**config.mk**
```make
export PLATFORM = sky130hd
export DESIGN_NAME = qnlerp_sqrt
export DESIGN_NICKNAME = d
export VERILOG_FILES = /design/src/hdl/qnlerp_pkg.sv /design/src/hdl/qnlerp_sqrt.sv
export SDC_FILE = /design/constraint.sdc
export NUM_CORES = 2
export LEC_CHECK = 0
export ABC_CLOCK_PERIOD_IN_PS = 11100
export BUFFER_PORTS_ARGS = -buffer_cell sky130_fd_sc_hd__buf_2
export CELL_PAD_IN_SITES_DETAIL_PLACEMENT = 0
export CELL_PAD_IN_SITES_GLOBAL_PLACEMENT = 1
export CORE_ASPECT_RATIO = 1.75
export CORE_MARGIN = 2
export CORE_UTILIZATION = 45
export CTS_CLUSTER_SIZE = 8
export DETAILED_ROUTE_END_ITERATION = 16
export PLACE_DENSITY = 0.71
export SLEW_MARGIN = 20
export SYNTH_ARGS = -nofsm -noshare
export SYNTH_HDL_FRONTEND = slang
export SYNTH_SLANG_ARGS = --single-unit
```
**constraint.sdc**
```tcl
create_clock -name clk -period 11.1 [get_ports clk]
set_clock_uncertainty 0.1 [all_clocks]
set_input_delay 0.555 -clock clk [delete_from_list [all_inputs] [get_ports clk]]
set_output_delay 0.555 -clock clk [all_outputs]
set_load 0.02 [all_outputs]
```
**src/hdl/qnlerp_pkg.sv**
```systemverilog
// ----------------------------------------------------------------------------
// qnlerp_pkg
// Shared widths, constants and types of the quaternion nlerp datapath.
// ----------------------------------------------------------------------------
package qnlerp_pkg;

  localparam int CW       = 16;  // input component width
  localparam int FW       = 15;  // blend factor width
  localparam int VW       = 17;  // interpolated component width
  localparam int SQW      = 32;  // one squared component
  localparam int L2W      = 33;  // sum of four squares
  localparam int LSH      = 16;  // pre-shift of the squared length
  localparam int NW       = L2W + LSH;  // sqrt radicand width
  localparam int SRW      = NW + 1;     // sqrt remainder width
  localparam int LENW     = 25;         // length width, Q.22
  localparam int QW       = 16;         // quotient bits
  localparam int OSH      = 22;         // output scale shift
  localparam int DIVW     = 40;         // divider remainder width
  localparam int FRAC     = 14;
  localparam int ONE_Q14  = 16384;
  localparam int HALF_Q14 = 8192;

  typedef logic signed [CW-1:0] comp_t;
  typedef logic signed [VW-1:0] vcomp_t;
  typedef logic [LENW-1:0]      len_t;

endpackage

```
**src/hdl/qnlerp_sqrt.sv**
```systemverilog
// ----------------------------------------------------------------------------
// qnlerp_sqrt
// Pipelined integer square root, one root bit per stage.
// ----------------------------------------------------------------------------
module qnlerp_sqrt import qnlerp_pkg::*; (
  input  logic            clk,
  input  logic            rst_n,
  input  logic            in_valid,
  output logic            in_ready,
  input  logic [NW-1:0]   nsq,
  input  vcomp_t          v_in [4],
  input  logic            zero_in,
  output logic            out_valid,
  input  logic            out_ready,
  output len_t            len,
  output vcomp_t          v_out [4],
  output logic            zero_out
);

  localparam int NS = LENW;

  logic [NS-1:0]   vld_r;
  logic [NS-1:0]   adv;
  logic [SRW-1:0]  rem_r  [NS];
  len_t            root_r [NS];
  vcomp_t          v_r    [NS][4];
  logic            zero_r [NS];
  logic [SRW-1:0]  rem_nxt  [NS];
  len_t            root_nxt [NS];

  always_comb begin
    adv[NS-1] = !vld_r[NS-1] || out_ready;
    for (int i = NS-2; i >= 0; i--) begin
      adv[i] = !vld_r[i] || adv[i+1];
    end
  end

  assign in_ready  = adv[0];
  assign out_valid = vld_r[NS-1];

  // stage j settles root bit LENW-1-j
  always_comb begin
    logic [SRW-1:0] rin;
    len_t           qin;
    logic [SRW-1:0] t;
    for (int j = 0; j < NS; j++) begin
      if (j == 0) begin
        rin = SRW'(nsq);
        qin = '0;
      end else begin
        rin = rem_r[j-1];
        qin = root_r[j-1];
      end
      t = (SRW'(qin) << (NS-j)) | (SRW'(1) << (2*(NS-1-j)));
      if (rin >= t) begin
        rem_nxt[j]  = rin - t;
        root_nxt[j] = qin | (len_t'(1) << (NS-1-j));
      end else begin
        rem_nxt[j]  = rin;
        root_nxt[j] = qin;
      end
    end
  end

  always_ff @(posedge clk) begin
    if (!rst_n) begin
      vld_r <= '0;
    end else begin
      if (adv[0]) vld_r[0] <= in_valid;
      for (int i = 1; i < NS; i++) begin
        if (adv[i]) vld_r[i] <= vld_r[i-1];
      end
    end
  end

  always_ff @(posedge clk) begin
    for (int j = 0; j < NS; j++) begin
      if (adv[j]) begin
        rem_r[j]  <= rem_nxt[j];
        root_r[j] <= root_nxt[j];
        if (j == 0) begin
          v_r[j]    <= v_in;
          zero_r[j] <= zero_in;
        end else begin
          v_r[j]    <= v_r[j-1];
          zero_r[j] <= zero_r[j-1];
        end
      end
    end
  end

  assign len      = root_r[NS-1];
  assign v_out    = v_r[NS-1];
  assign zero_out = zero_r[NS-1];

endmodule

```
Word-level counts from Yosys, hierarchy flattened --
Memory sizes are Yosys's and may differ from the RTL's. Cells that the tools add are included.
Word-level totals: bits in registers 25, RAM bits 3600, bits of input ports 122, output and inout bits 96, logic and storage cells 229, memories 4
Memories:
- v_r | depth 25, width 68, rd ports 25, clocked after memory_dff 0, wr ports 25, RTL line qnlerp_sqrt.sv:26 | vcomp_t v_r [NS][4];
- rem_r | depth 25, width 50, rd ports 24, clocked after memory_dff 0, wr ports 25, RTL line qnlerp_sqrt.sv:24 | logic [SRW-1:0] rem_r [NS];
- root_r | depth 25, width 25, rd ports 25, clocked after memory_dff 0, wr ports 25, RTL line qnlerp_sqrt.sv:25 | len_t root_r [NS];
- zero_r | depth 25, width 1, rd ports 25, clocked after memory_dff 0, wr ports 25, RTL line qnlerp_sqrt.sv:27 | logic zero_r [NS];
Operators by class: add/subtract/negate cells 25, order comparisons 25, muxes and demuxes 100, reductions and logical operators 50
Operators by type and width (count):
- $mux 50 | 25
- $mux 1 | 51
- $ge 50x26->1 | 1
- $ge 50x27->1 | 1
- $ge 50x28->1 | 1
- $ge 50x29->1 | 1
- $ge 50x30->1 | 1
- $ge 50x31->1 | 1
- $ge 50x32->1 | 1
- $ge 50x33->1 | 1
- $ge 50x34->1 | 1
- $ge 50x35->1 | 1
- $ge 50x36->1 | 1
- $ge 50x37->1 | 1
- $ge 50x38->1 | 1
- $ge 50x39->1 | 1
- $ge 50x40->1 | 1
- $ge 50x41->1 | 1
- $ge 50x42->1 | 1
- $ge 50x43->1 | 1
- $ge 50x44->1 | 1
- $ge 50x45->1 | 1
- $ge 50x46->1 | 1
- $ge 50x47->1 | 1
- 54 further kinds | 102

Logic depth before layout (Yosys ltp) --
depth after elaboration 28, mapped depth 15, mapped depth without buffers 13

Least setup slack after synthesis --
No wires, ideal clock.
kind input to register, start in out_ready, end reg vld_r[0], setup time 0.299 ns, data arrival time 9.636 ns, required time 10.701 ns, slack 1.065 ns, cell stages on the path 10, path buffers 0, cells stage by stage nor2b_1 > inv_1 > nor2_1 > and2_1 > and4_1 > and3_1 > inv_1 > nor2_1 > nand3_1 > a21boi_0
Between the ends: longest elaborated chain between the ends 25
Ends and longest elaborated chain:
- start: declaration | RTL line qnlerp_sqrt.sv:14 | input logic out_ready,
- $logic_or 1x1->1 | RTL line qnlerp_sqrt.sv:32 | adv[NS-1] = !vld_r[NS-1] || out_ready;
- named net adv[24] | RTL line qnlerp_sqrt.sv:23 | logic [NS-1:0] adv;
- $logic_or 1x1->1 (19 in series) | RTL line qnlerp_sqrt.sv:34 | adv[i] = !vld_r[i] || adv[i+1];
- named net adv[5] | RTL line qnlerp_sqrt.sv:23
- $logic_or 1x1->1 (5 in series) | RTL line qnlerp_sqrt.sv:34
- named net in_ready | RTL line qnlerp_sqrt.sv:9 | output logic in_ready,
- end signal: assignment | RTL line qnlerp_sqrt.sv:69 | if (adv[0]) vld_r[0] <= in_valid;
- end signal: indexed assignment | RTL line qnlerp_sqrt.sv:71 | if (adv[i]) vld_r[i] <= vld_r[i-1];
- end: declaration | RTL line qnlerp_sqrt.sv:22 | logic [NS-1:0] vld_r;
The timed path passes the listed nets, and every way through them passes these cells. A chain may end at the register's enable or synchronous reset.

Final worst setup path --
start reg vld_r[24], end out in_ready
Between the ends: longest elaborated chain between the ends 26
Ends and longest elaborated chain (RTL line):
- $logic_not 1->1 | qnlerp_sqrt.sv:32
- $logic_or 1x1->1 | qnlerp_sqrt.sv:32
- named net adv[24] | qnlerp_sqrt.sv:23
- $logic_or 1x1->1 (19 in series) | qnlerp_sqrt.sv:34
- named net adv[5] | qnlerp_sqrt.sv:23
- $logic_or 1x1->1 (5 in series) | qnlerp_sqrt.sv:34
- end: declaration | qnlerp_sqrt.sv:9
The timed path passes the listed nets, and every way through them passes these cells.

==> out/qor.csv <==
metric,value,unit
outcome,"complete, no violations",
rsz0062_at_grt,false,
drc,0,
antenna_found_initial,2,
die_area,282000,sq um
hpwl,174,mm
cts.htree.levels,5,
clock_path_buffers,4,
cell_internal_pwr,24.5,mW
met3_usage,2.61,%
area_growth,14.8,%
ios,218,
postPlaceCellArea,130000,sq um
synth_area_per_cell,16.7,sq um
synth-async-reset-ratio,0,%
grt_pass1_wl,355,mm
viasPerCell,5.14,
r2r-end,v_r[0][32]$_DFFE_PP_,
holdPathEnd,vld_r[24]$_SDFFE_PN0P_,
synth_ff_type,edfxtp_1,
ys_ff_latch,3275,
synth_edf_count,3250,
p_leak,54.7,nW
slowest_delay,0.64,ns
critPathKind,register to output port,
worstPathMaxFanout,58,
insertion_delay,0.87,ns
power.clock.fraction,36.0,%
holdPathStages,3,
final_layout_size_suffix_gt1_share,10.6,%
final_hold_viol_count,0,
crit_chain,"nor2b_1, inv_4, nor2_1, and2_1, and4_1, and3_1, inv_4, nor2_1, nand3_4, buf_2",
reg2reg_depth,10,
die_h,701,microns
min_from,out_ready,
grt.busiest_layer,met2,
die_w,402,microns
grt_overflow,0,
tightest_slew,1.22,ns
r2r-start,vld_r[24]$_SDFFE_PN0P_,
wl_per_cell,19.9,microns
cts.sinks,3275,
ys_types,88,
power_density,227,nW/um^2
p_comb_share,12.9,%
cts_root_buffer,clkbuf_16,
synthCells,7463,
layout.nets,8625,
yosysWarnings,0,
finalCriticalPeriod,6.22,ns
postLayoutCellArea,143000,sq um
cpMaxStageDelayCell,nor2_1,
io_buffer_count,217,
grt_max_degree,80,
fin_hold_ws,0.168,ns
clkTransAtPathRegs,0.05,ns
postRouteAntennaNets,0,
setup_viol,0,
vias,60728,
fmax,0.161,GHz
cp-start-kind,register,
netlist_area,125000,sq um
first_iter_violations,2583,
drt-pass1-iter-count,7,
fillers,21859,
post_cts_buffers,0,
irDropWorstVdd,0.155,mV
seq_power_share,51.1,%
finalCritPeriodShare,56.0,%
crit_required,10.45,ns
postLayoutSetupSlackWorst,4.88,ns
min_path_type,input pin to register,
maxSlewHeadroom,17.9,%
cts_tree,done,
finalSetupTns,0,ns
grt_util_all_layers,16.6,%
drv_cap,0,
cp-end-kind,output port,
dpl_worst_slack,5.30,ns
core-area,276000,sq um
routabilityCongestion,0.979,
finalMaxSlewViolations,0,
swShare,24.6,%
grt_util_met2,35.2,%
met1_usage,12.5,%
start_util,45.3,%
cts_buffers,451,
rows,255,
grt_pass1_vias,64864,
timing.critical_path.arrival,5.57,ns
seq_area_frac_synth,78.6,%
p_sw,8.01,mW
r2r_setup_slack,5.70,ns
drt_wl_total,235,mm
-- critical path, delay by kind of cell (launching register included) --
kind,cells,cell delay [ns]
simple gates,7,3.32
flops,1,0.32
buf+inv,3,1.01
-- layout make-up --
type                    instances  area, sq um  share of cell area, %
multi-input cells            3600        24400                   17.1
flip-flops and latches       3275        98100                   68.5
inverters                     438         1680                   1.17
repair buffers                391         2700                   1.88
clock buffers                 497        11500                   8.06
clock inverters                20          319                  0.223
diodes                          4         10.0                0.00699
well taps                    3598         4500                   3.14
-- per-layer routing --
| metal | part of all wire, % | vias up |
|---|---|---|
| li1 | - | 29582 |
| met1 | 28 | 29104 |
| met2 | 61 | 1364 |
| met3 | 3.2 | 678 |
| met4 | 7.8 | 0 |
| met5 | 0 | - |
-- power by group through the flow --
stage / registers [mW] / logic [mW] / clock network (mW)
5_1_grt: 16.8 / 4.59 / 12.6
3_3_place_gp: 16.8 / 4.05 / 0
6_report: 16.6 / 4.19 / 11.7
3_5_place_dp: 16.8 / 4.14 / 0
2_1_floorplan: 16.4 / 3.04 / 0
4_1_cts: 16.6 / 4.18 / 12.0
-- stage by stage --
stage	std cells	utilization (%)	total power, mW
floorplan	7464	-	19.5
global route	11820	52.0	33.9
detailed placement	11181	47.2	21.0
global placement	11181	47.2	20.8
CTS	11819	52.0	32.8
finish	11823	52.0	32.5
-- logic make-up (layout without fill, tap and decap cells) --
kind of cell               count (synthesis)  after routing  share of synthesized area, %
DFF                                     3275           3275                          78.6
and+or+nand+nor                         1661           1661                          6.79
adders and majority gates                346            346                          3.47
muxes                                     59             59                         0.521
other                                      1              6                       0.00300
xor gates and xnor gates                 518            518                          3.63
AOI/OAI and AO/OA                       1014           1014                          5.01
buffers and inverters                    589           1346                          2.00
-- state kept, by name, indices dropped and copies added, names as in the netlist --
register and count:
zero_r 25, root_r 325, v_r 1700, rem_r 1200, vld_r 25
-- synth_stat cells, types with 71 or more instances --
cell type / n / area [sq um]
nand3_1: 102 / 510
nor3_1: 149 / 746
xnor2_1: 256 / 2240
nand2_1: 389 / 1460
o21ai_0: 270 / 1350
inv_1: 435 / 1630
ha_1: 346 / 4330
nor4_1: 196 / 1230
nor2_1: 356 / 1340
nand4_1: 88 / 551
a21oi_1: 321 / 1610
xor2_1: 262 / 2290
edfxtp_1: 3250 / 97600
nand2b_1: 71 / 444
a21o_1: 103 / 773
-- how the worst max path moves through the flow --
stage | from | to | slack, ns
2_1_floorplan | out_ready | vld_r[0]$_SDFFE_PN0P_ | 1.06
3_3_place_gp | out_ready | v_r[0][32]$_DFFE_PP_ | 5.42
3_5_place_dp | out_ready | v_r[0][9]$_DFFE_PP_ | 5.30
4_1_cts | vld_r[24]$_SDFFE_PN0P_ | in_ready | 4.75
5_1_grt | vld_r[24]$_SDFFE_PN0P_ | in_ready | 4.32
6_report | vld_r[24]$_SDFFE_PN0P_ | in_ready | 4.88
-- placed cells by master (no fill, tap or decap), types with 99 or more instances in the layout --
cell           instances
a21o_1               103
a21oi_1              319
buf_2                217
clkbuf_16            455
dlygate4sd3_1        121
edfxtp_1            3250
ha_1                 346
inv_1                423
nand2_1              379
nand3_1               99
nor2_1               356
nor3_1               148
nor4_1               195
o21ai_0              269
xnor2_1              256
xor2_1               262
-- repair_timing --
action	CTS	global route
endpoints found under the hold margin	127	0
gates resized for setup	0	0
hold buffers	121	0
setup endpoints to repair	0	0
(Power assumes the default switching activity.)
